File: src/rtl/jdcd_pkg.sv
`default_nettype none
// ----------------------------------------------------------------------------
// jdcd_pkg
// Shared constants and the day-offset table for the Julian Day to calendar
// date unit.
// ----------------------------------------------------------------------------
package jdcd_pkg;

    localparam int FRACTION_BITS_DEF = 24;
    localparam int DAY_BITS_DEF      = 23;

    // pipeline depth of the date path (after the half-day stage) and time path
    localparam int DATE_STAGES = 9;
    localparam int TIME_STAGES = 3;

    localparam int unsigned GREGORIAN_START = 2299161;
    localparam int unsigned ALPHA_OFFSET    = 7468865;
    localparam longint unsigned ALPHA_DIV   = 146097;
    localparam int unsigned B_OFFSET        = 1524;
    localparam int unsigned C_SCALE         = 20;
    localparam int unsigned C_OFFSET        = 2442;
    localparam longint unsigned C_DIV       = 7305;
    localparam int unsigned D_MUL           = 1461;
    localparam longint unsigned E_MUL       = 10000;
    localparam longint unsigned E_DIV       = 306001;
    localparam int unsigned YEAR_OFS_LATE   = 4716;
    localparam int unsigned YEAR_OFS_EARLY  = 4715;
    localparam int unsigned MONTH_WRAP      = 14;

    // width of B - D, which always lies in 123..488
    localparam int BD_BITS = 9;
    localparam int E_BITS  = 4;

    // floor(30.6001 * e)
    function automatic logic [BD_BITS-1:0] month_offset(input logic [E_BITS-1:0] e);
        logic [BD_BITS-1:0] v;
        unique case (e)
            4'd0:    v = 9'd0;
            4'd1:    v = 9'd30;
            4'd2:    v = 9'd61;
            4'd3:    v = 9'd91;
            4'd4:    v = 9'd122;
            4'd5:    v = 9'd153;
            4'd6:    v = 9'd183;
            4'd7:    v = 9'd214;
            4'd8:    v = 9'd244;
            4'd9:    v = 9'd275;
            4'd10:   v = 9'd306;
            4'd11:   v = 9'd336;
            4'd12:   v = 9'd367;
            4'd13:   v = 9'd397;
            4'd14:   v = 9'd428;
            default: v = 9'd459;
        endcase
        return v;
    endfunction

endpackage
`default_nettype wire

File: src/rtl/julian_day_to_calendar_date_unit.sv
`default_nettype none
// ----------------------------------------------------------------------------
// julian_day_to_calendar_date_unit
// Converts a Julian Day (whole days plus binary day fraction) to calendar
// year, month, day and truncated hour, minute, second.
//
//   channel   handshake           payload
//   --------  ------------------  ---------------------------------------
//   input     start / busy        i_jd_whole_days, i_jd_day_fraction
//   result    o_valid strobe      o_cal_year .. o_cal_second
//
// One beat per cycle in while busy is low, one result beat per input, strobed
// after the half-day stage and the date path registers; depth set by the three
// reciprocal multipliers of the date path, each with its own stage. busy is high
// only while in reset and until the first clock edge after release; results
// cannot be held off and the pipe never stalls.
// ----------------------------------------------------------------------------
module julian_day_to_calendar_date_unit #(
    parameter int FRACTION_BITS = jdcd_pkg::FRACTION_BITS_DEF,
    parameter int DAY_BITS      = jdcd_pkg::DAY_BITS_DEF
) (
    input  wire logic                     i_clk,
    input  wire logic                     i_rst_n,
    input  wire logic                     start,
    output logic                          busy,
    input  wire logic [DAY_BITS-1:0]      i_jd_whole_days,
    input  wire logic [FRACTION_BITS-1:0] i_jd_day_fraction,
    output logic                          o_valid,
    output logic signed [15:0]            o_cal_year,
    output logic [3:0]                    o_cal_month,
    output logic [4:0]                    o_cal_day,
    output logic [4:0]                    o_cal_hour,
    output logic [5:0]                    o_cal_minute,
    output logic [5:0]                    o_cal_second
);

    localparam int FB  = FRACTION_BITS;
    localparam int PAD = jdcd_pkg::DATE_STAGES - jdcd_pkg::TIME_STAGES;
    localparam logic [FB:0] HALF_DAY = (FB+1)'(1) << (FB-1);

    logic            r_ready;
    logic            r_s1_vld;
    logic [DAY_BITS:0] r_s1_z;
    logic [FB-1:0]   r_s1_f;
    logic [FB:0]     n_t;
    logic            n_acc;

    logic [4:0]      w_hour;
    logic [5:0]      w_minute;
    logic [5:0]      w_second;
    logic [16:0]     r_pad [PAD];

    assign busy  = !r_ready;
    assign n_acc = start && r_ready;
    assign n_t   = {1'b0, i_jd_day_fraction} + HALF_DAY;

    always_ff @(posedge i_clk) begin
        if (!i_rst_n) begin
            r_ready  <= 1'b0;
            r_s1_vld <= 1'b0;
        end else begin
            r_ready  <= 1'b1;
            r_s1_vld <= n_acc;
        end
    end

    // half-day shift, carry into the day number
    always_ff @(posedge i_clk) begin
        r_s1_z <= (DAY_BITS+1)'(i_jd_whole_days) + (DAY_BITS+1)'(n_t[FB]);
        r_s1_f <= n_t[FB-1:0];
    end

    jdcd_date #(
        .DAY_BITS (DAY_BITS)
    ) u_date (
        .i_clk   (i_clk),
        .i_rst_n (i_rst_n),
        .i_vld   (r_s1_vld),
        .i_z     (r_s1_z),
        .o_vld   (o_valid),
        .o_year  (o_cal_year),
        .o_month (o_cal_month),
        .o_day   (o_cal_day)
    );

    jdcd_time #(
        .FRACTION_BITS (FRACTION_BITS)
    ) u_time (
        .i_clk    (i_clk),
        .i_f      (r_s1_f),
        .o_hour   (w_hour),
        .o_minute (w_minute),
        .o_second (w_second)
    );

    // align time of day with the longer date path
    always_ff @(posedge i_clk) begin
        r_pad[0] <= {w_hour, w_minute, w_second};
        for (int i = 1; i < PAD; i++) begin
            r_pad[i] <= r_pad[i-1];
        end
    end

    assign o_cal_hour   = r_pad[PAD-1][16:12];
    assign o_cal_minute = r_pad[PAD-1][11:6];
    assign o_cal_second = r_pad[PAD-1][5:0];

endmodule
`default_nettype wire

File: src/rtl/jdcd_time.sv
`default_nettype none
// ----------------------------------------------------------------------------
// jdcd_time
// Three-stage split of a day fraction into hour, minute and second by
// truncating multiplications by 24, 60 and 60.
// ----------------------------------------------------------------------------
module jdcd_time #(
    parameter int FRACTION_BITS = jdcd_pkg::FRACTION_BITS_DEF
) (
    input  wire logic                     i_clk,
    input  wire logic [FRACTION_BITS-1:0] i_f,
    output logic [4:0]                    o_hour,
    output logic [5:0]                    o_minute,
    output logic [5:0]                    o_second
);

    localparam int FB = FRACTION_BITS;

    logic [FB+4:0] n_p1;
    logic [FB+5:0] n_p2;
    logic [FB+5:0] n_p3;

    logic [4:0]    r_s1_h;
    logic [FB-1:0] r_s1_r;
    logic [4:0]    r_s2_h;
    logic [5:0]    r_s2_m;
    logic [FB-1:0] r_s2_r;
    logic [4:0]    r_s3_h;
    logic [5:0]    r_s3_m;
    logic [5:0]    r_s3_s;

    always_comb begin
        n_p1 = (FB+5)'(i_f) * (FB+5)'(24);
        n_p2 = (FB+6)'(r_s1_r) * (FB+6)'(60);
        n_p3 = (FB+6)'(r_s2_r) * (FB+6)'(60);
    end

    always_ff @(posedge i_clk) begin
        r_s1_h <= n_p1[FB+4:FB];
        r_s1_r <= n_p1[FB-1:0];
        r_s2_h <= r_s1_h;
        r_s2_m <= n_p2[FB+5:FB];
        r_s2_r <= n_p2[FB-1:0];
        r_s3_h <= r_s2_h;
        r_s3_m <= r_s2_m;
        r_s3_s <= n_p3[FB+5:FB];
    end

    assign o_hour   = r_s3_h;
    assign o_minute = r_s3_m;
    assign o_second = r_s3_s;

endmodule
`default_nettype wire

File: src/rtl/jdcd_date.sv
`default_nettype none
// ----------------------------------------------------------------------------
// jdcd_date
// Nine-stage pipeline from whole day number to year, month and day; the
// constant divisions are exact reciprocal multiplications.
// ----------------------------------------------------------------------------
module jdcd_date #(
    parameter int DAY_BITS = jdcd_pkg::DAY_BITS_DEF
) (
    input  wire logic              i_clk,
    input  wire logic              i_rst_n,
    input  wire logic              i_vld,
    input  wire logic [DAY_BITS:0] i_z,
    output logic                   o_vld,
    output logic signed [15:0]     o_year,
    output logic [3:0]             o_month,
    output logic [4:0]             o_day
);

    localparam int ZW  = DAY_BITS + 1;
    localparam int XW  = DAY_BITS + 3;
    localparam int SA  = XW + 18;
    localparam int MAW = XW + 1;
    localparam int PAW = XW + MAW;
    localparam int AW  = PAW - SA;
    localparam longint unsigned MA_L =
        ((64'd1 << SA) + jdcd_pkg::ALPHA_DIV - 64'd1) / jdcd_pkg::ALPHA_DIV;
    localparam logic [MAW-1:0] MA = MAW'(MA_L);

    localparam int BW  = DAY_BITS + 1;
    localparam int XCW = DAY_BITS + 6;
    localparam int SC  = XCW + 13;
    localparam int MCW = XCW + 1;
    localparam int PCW = XCW + MCW;
    localparam int CW  = PCW - SC;
    localparam longint unsigned MC_L =
        ((64'd1 << SC) + jdcd_pkg::C_DIV - 64'd1) / jdcd_pkg::C_DIV;
    localparam logic [MCW-1:0] MC = MCW'(MC_L);

    localparam int BDW = jdcd_pkg::BD_BITS;
    localparam int EW  = jdcd_pkg::E_BITS;
    localparam int SE  = BDW + 19;
    localparam int MEW = SE - 4;
    localparam int PEW = BDW + MEW;
    localparam longint unsigned ME_L =
        ((jdcd_pkg::E_MUL << SE) + jdcd_pkg::E_DIV - 64'd1) / jdcd_pkg::E_DIV;
    localparam logic [MEW-1:0] ME = MEW'(ME_L);

    localparam int NS = jdcd_pkg::DATE_STAGES;

    logic [NS-1:0] r_vld;

    logic          r_s2_greg;
    logic [XW-1:0] r_s2_x;
    logic [ZW-1:0] r_s2_z;

    logic           r_s3_greg;
    logic [PAW-1:0] r_s3_pa;
    logic [ZW-1:0]  r_s3_z;

    logic [BW-1:0]  n_s4_b;
    logic [AW-1:0]  n_alpha;
    logic [BW-1:0]  r_s4_b;

    logic [XCW-1:0] r_s5_xc;
    logic [BW-1:0]  r_s5_b;

    logic [PCW-1:0] r_s6_pc;
    logic [BW-1:0]  r_s6_b;

    logic [CW-1:0]  r_s7_c;
    logic [BW-1:0]  r_s7_b;

    logic [CW+10:0] n_dprod;
    logic [BDW-1:0] r_s8_bd;
    logic [15:0]    r_s8_c;

    logic [PEW-1:0] r_s9_pe;
    logic [BDW-1:0] r_s9_bd;
    logic [15:0]    r_s9_c;

    logic [EW-1:0]  n_e;
    logic [3:0]     n_month;
    logic [15:0]    n_year;
    logic [BDW-1:0] n_day;

    logic [15:0]    r_s10_year;
    logic [3:0]     r_s10_month;
    logic [4:0]     r_s10_day;

    always_comb begin
        n_alpha = r_s3_pa[PAW-1:SA];
        if (r_s3_greg) begin
            n_s4_b = BW'(r_s3_z) + BW'(1) + BW'(n_alpha) - BW'(n_alpha >> 2)
                   + BW'(jdcd_pkg::B_OFFSET);
        end else begin
            n_s4_b = BW'(r_s3_z) + BW'(jdcd_pkg::B_OFFSET);
        end

        n_dprod = (CW+11)'(r_s7_c) * (CW+11)'(jdcd_pkg::D_MUL);

        n_e = r_s9_pe[SE+EW-1:SE];
        if (n_e < EW'(jdcd_pkg::MONTH_WRAP)) begin
            n_month = n_e - 4'd1;
        end else begin
            n_month = n_e - 4'd13;
        end
        if (n_month > 4'd2) begin
            n_year = r_s9_c - 16'(jdcd_pkg::YEAR_OFS_LATE);
        end else begin
            n_year = r_s9_c - 16'(jdcd_pkg::YEAR_OFS_EARLY);
        end
        n_day = r_s9_bd - jdcd_pkg::month_offset(n_e);
    end

    always_ff @(posedge i_clk) begin
        if (!i_rst_n) begin
            r_vld <= '0;
        end else begin
            r_vld <= {r_vld[NS-2:0], i_vld};
        end
    end

    always_ff @(posedge i_clk) begin
        r_s2_greg <= (i_z >= ZW'(jdcd_pkg::GREGORIAN_START));
        r_s2_x    <= {i_z, 2'b00} - XW'(jdcd_pkg::ALPHA_OFFSET);
        r_s2_z    <= i_z;

        r_s3_greg <= r_s2_greg;
        r_s3_pa   <= PAW'(r_s2_x) * PAW'(MA);
        r_s3_z    <= r_s2_z;

        r_s4_b    <= n_s4_b;

        r_s5_xc   <= XCW'(r_s4_b) * XCW'(jdcd_pkg::C_SCALE) - XCW'(jdcd_pkg::C_OFFSET);
        r_s5_b    <= r_s4_b;

        r_s6_pc   <= PCW'(r_s5_xc) * PCW'(MC);
        r_s6_b    <= r_s5_b;

        r_s7_c    <= r_s6_pc[PCW-1:SC];
        r_s7_b    <= r_s6_b;

        // only the low bits of b - d matter, the true value is below 512
        r_s8_bd   <= r_s7_b[BDW-1:0] - n_dprod[BDW+1:2];
        r_s8_c    <= r_s7_c[15:0];

        r_s9_pe   <= PEW'(r_s8_bd) * PEW'(ME);
        r_s9_bd   <= r_s8_bd;
        r_s9_c    <= r_s8_c;

        r_s10_year  <= n_year;
        r_s10_month <= n_month;
        r_s10_day   <= n_day[4:0];
    end

    assign o_vld   = r_vld[NS-1];
    assign o_year  = r_s10_year;
    assign o_month = r_s10_month;
    assign o_day   = r_s10_day;

endmodule
`default_nettype wire

File: config.mk
export PLATFORM = sky130hd
export DESIGN_NAME = julian_day_to_calendar_date_unit
export DESIGN_NICKNAME = d
export VERILOG_FILES = /design/src/rtl/jdcd_pkg.sv /design/src/rtl/julian_day_to_calendar_date_unit.sv /design/src/rtl/jdcd_time.sv /design/src/rtl/jdcd_date.sv
export SDC_FILE = /design/constraint.sdc
export NUM_CORES = 2
export LEC_CHECK = 0
export ABC_CLOCK_PERIOD_IN_PS = 10500
export BUFFER_PORTS_ARGS = -buffer_cell sky130_fd_sc_hd__buf_2
export CAP_MARGIN = 5
export CORE_MARGIN = 2
export CORE_UTILIZATION = 70
export CTS_BUF_LIST = sky130_fd_sc_hd__clkbuf_8 sky130_fd_sc_hd__clkbuf_16
export DETAILED_ROUTE_END_ITERATION = 7
export HOLD_SLACK_MARGIN = 0.1
export PLACE_DENSITY_LB_ADDON = 0.2
export SLEW_MARGIN = 0
export SYNTH_ARGS = -nofsm -noshare
export SYNTH_HDL_FRONTEND = slang
export SYNTH_SLANG_ARGS = --single-unit
File: constraint.sdc
create_clock -name i_clk -period 10.5 [get_ports i_clk]
set_clock_uncertainty 0.1 [all_clocks]
set_input_delay 2.625 -clock i_clk [delete_from_list [all_inputs] [get_ports i_clk]]
set_output_delay 2.625 -clock i_clk [all_outputs]
set_load 0.01 [all_outputs]
==> flow_summary_export.csv <==
group,metric,value,unit
layout,area.growth.synth_to_final,7.13,%
detailed_routing,viasPerCell,5.48,
worst_setup_path,worst_setup_path_end_kind,"flip-flop",
layout,nNetsFinal,6163,
logic_synthesis,async_reset_ff_frac,0,
run,cap_violations,0,
clock_tree,cts_resized,0,
timing,finalCritPeriodShare,0.719,
detailed_routing,final_antenna_net_count,0,
hold_path,holdPathStages,0,
layout,num_antenna_cells,0,
global_routing,grtUsageTotal,0.295,
logic_synthesis,netlist_area,47100,sq um
timing,rsz0062_at_grt,"false",
worst_setup_path,slowest_delay,0.78,ns
worst_setup_path,cp_num_buf_inv,4,
logic_synthesis,synth_warnings,0,
clock_tree,clock_latency,0.64,ns
layout,drive_above_1_share,0.0487,
worst_setup_path,cp_top_family,"adder cells",
worst_setup_path,cp_common_cell,"fa_1",
global_routing,overflow,0,
floorplan,rows,95,
clock_tree,cts_tree,"yes",
logic_synthesis,synth_edf_count,0,
floorplan,core,66900,sq um
global_routing,grt_pass1_vias,32800,
global_routing,grt-busiest-layer,"met2",
clock_tree,cts-buffers-inserted,54,
floorplan,die_x,263,um
logic_synthesis,synthDistinctLibCells,88,
timing,worst-slew-pin-transition,0.778,ns
hold_path,hp-class,"flip-flop to flip-flop",
global_routing,grt_max_degree,48,
logic_synthesis,synth_flop_cell,"dfxtp_1",
timing,slew_viol_final,0,
outcome,outcome,"complete, no violations",
floorplan,die_y,263,um
logic_synthesis,synth_top_area_share,0.304,
worst_setup_path,crit_path_start_kind,"flip-flop",
timing,finalSetupViolations,0,
worst_setup_path,cp.required,10.93,ns
timing,maxClockFrequency,132,MHz
detailed_routing,finalWirelength,97.9,mm
worst_setup_path,cp.arrival,7.98,ns
layout,fillers,4516,
place,gp_congestion,1.01,
timing,hold_violations,0,
detailed_routing,drt-pass1-iter-count,7,
detailed_routing,route.detailed.drc,0,
clock_tree,holdBufCountCts,0,
clock_tree,cts_buffer_depth,3,
worst_setup_path,cp_max_fo,12,
place,port-buffer-count,93,
global_routing,use_met1,0.372,
global_routing,grt_util_met2,0.516,
clock_tree,root_buffer,"clkbuf_16",
logic_synthesis,ys_top_cells_by_area,"fa_1 30%, ha_1 22%, dfxtp_1 22%",
worst_setup_path,cp_cell_sequence,"inv_1, fa_1, inv_1, ha_1, fa_1, fa_1, inv_1, fa_1, fa_1, fa_1, inv_1, ha_1, a21o_1, a21o_1, a21oi_1, nand2_1, or4b_1, o31ai_1, a21oi_1, a21o_1, a221oi_2, xnor2_1",
floorplan,dieArea,69400,sq um
global_routing,grt_pass1_wl,163,mm
floorplan,start_util,0.704,
worst_setup_path,criticalPathCategory,"flip-flop to flip-flop",
timing,slew_headroom,0.475,
timing,fin_crit,7.55,ns
logic_synthesis,synth_common_cells,"1,150 x inv_1, 817 x ha_1, 715 x fa_1, 507 x dfxtp_1, 158 x xnor2_1",
clock_tree,clk_pin_slew,0.07,ns
clock_tree,post_cts_buffers,0,
logic_synthesis,yosysMostFrequentCell,"inv_1",
clock_tree,h-tree-depth,2,
global_routing,antenna_found_initial,0,
logic_synthesis,synth_cells,4445,
place,dp_hpwl,83.3,mm
logic_synthesis,synth_nets,6027,
logic_synthesis,syn_area_per_cell,10.6,sq um
floorplan,num_io_pins,94,
global_routing,grt_use_met3,0.0472,
worst_setup_path,cpMaxStageDelayCell,"dfxtp_1",
clock_tree,clock-sinks,507,
detailed_routing,vias,30100,
worst_setup_path,path_depth,22,
detailed_routing,wl_per_cell,17.8,um
worst_setup_path,reg2reg_depth,22,
logic_synthesis,synth_seq_area_share,0.215,
detailed_routing,drt-initial-drc-count,1440,
timing,finalSetupTns,0,ns
logic_synthesis,ys_ff_latch,507,
logic_synthesis,netlist.top_cell.by_area,"fa_1",
==> cell type report <==
cell class                      count  area, sq um  share of cell area
Multi-Input combinational cell   2773        32600               0.646
Sequential cell                   507        10100               0.201
Inverter                         1151         4320              0.0856
Clock buffer                       60         1450              0.0286
Tap cell                          873         1090              0.0216
Timing Repair Buffer               94          473             0.00937
Clock inverter                     39          404             0.00801
==> cell usage in the layout (no fill, tap or decap), types with 7 or more instances in the layout <==
cell,synthesis,routed
a211o_1,10,10
a211oi_1,22,22
a21o_1,77,77
a21oi_1,153,153
a31oi_1,15,15
and2_1,20,20
and3_1,26,26
buf_2,3,93
clkbuf_16,0,55
clkinv_2,0,9
dfxtp_1,507,507
fa_1,715,715
ha_1,817,817
inv_1,1150,1154
inv_6,0,11
nand2_1,103,103
nand2b_1,19,19
nand3_1,47,47
nand4_1,19,19
nor2_1,114,114
nor2b_1,26,26
nor3_1,43,43
nor3b_1,7,7
nor4_1,8,8
o2111ai_1,10,10
o211ai_1,13,13
o21a_1,32,32
o21ai_0,82,82
o21bai_1,19,19
o31ai_1,8,8
or3_1,9,9
xnor2_1,158,158
xor2_1,80,80
==> registers in the layout (all words and copies together), names as in the netlist, 9 cells and up, named ones only <==
| name | flops |
|---|---|
| r_pad | 102 |
| u_date.r_s6_pc | 16 |
| u_date.o_year | 16 |
| r_s1_z | 24 |
| u_date.r_s2_z | 24 |
| u_date.r_s7_b | 9 |
| u_date.r_s5_b | 9 |
| u_date.r_s5_xc | 27 |
| u_time.r_s2_r | 19 |
| r_s1_f | 24 |
| u_date.r_s9_c | 16 |
| u_date.r_s3_pa | 9 |
| u_date.r_s7_c | 16 |
| u_date.r_s3_z | 24 |
| u_date.r_s8_bd | 9 |
| u_date.r_s8_c | 16 |
| u_date.r_s4_b | 24 |
| u_date.r_s2_x | 24 |
| u_time.r_s1_r | 21 |
| u_date.r_vld | 9 |
| u_date.r_s6_b | 9 |
==> worst reg2reg max path, delay by kind of cell (launching register included) <==
family                     cells  cell delay [ns]
xor gates and xnor gates       1             0.15
adders and majority gates      8             3.75
buffers and inverters          4             0.40
DFF                            1             0.78
and+or+nand+nor                2             0.56
AOI/OAI and AO/OA              7             1.73
==> worst paths after layout <==
path / start / to / slack (ns)
max: u_date.r_s5_xc[28] / u_date.r_s6_pc[57] / 2.95
min: u_time.o_second[0] / r_pad[0][0] / 0.22
min reg2reg: u_time.o_second[0] / r_pad[0][0] / 0.22
max reg2reg: u_date.r_s5_xc[28] / u_date.r_s6_pc[57] / 2.95
==> metrics by stage <==
step / instances / setup WS (ns) / util / cell area (sq um) / hold slack, ns
4_1_cts: 5497 / 3.02 / 0.754 / 50500 / 0.220
3_5_place_dp: 5398 / 3.02 / 0.727 / 48600 / 0.212
2_1_floorplan: 4445 / 3.77 / - / 47100 / 0.210
5_1_grt: 5497 / 2.68 / 0.754 / 50500 / 0.223
3_3_place_gp: 5398 / 3.22 / 0.727 / 48600 / 0.210
6_report: 5497 / 2.95 / 0.754 / 50500 / 0.220
==> metal layers <==
metal	up-vias	wire [um]	part of all wire
met1	14800	39800	0.41
li1	14300	-	-
met2	794	48800	0.50
met4	0	3850	0.039
met3	245	5440	0.056
met5	-	0	0
==> logic make-up (layout without fill, tap and decap cells) <==
logic type | after synthesis | count (layout) | share of synthesized area
and+or+nand+nor | 475 | 475 | 0.0510
muxes | 9 | 9 | 0.00199
AOI/OAI and AO/OA | 518 | 518 | 0.0735
adders and majority gates | 1533 | 1533 | 0.521
buffers and inverters | 1165 | 1344 | 0.0929
DFF | 507 | 507 | 0.215
xor gates and xnor gates | 238 | 238 | 0.0442
Power is not shown: default switching activity piles up to over one toggle a cycle in this logic, so the estimate is an artifact.
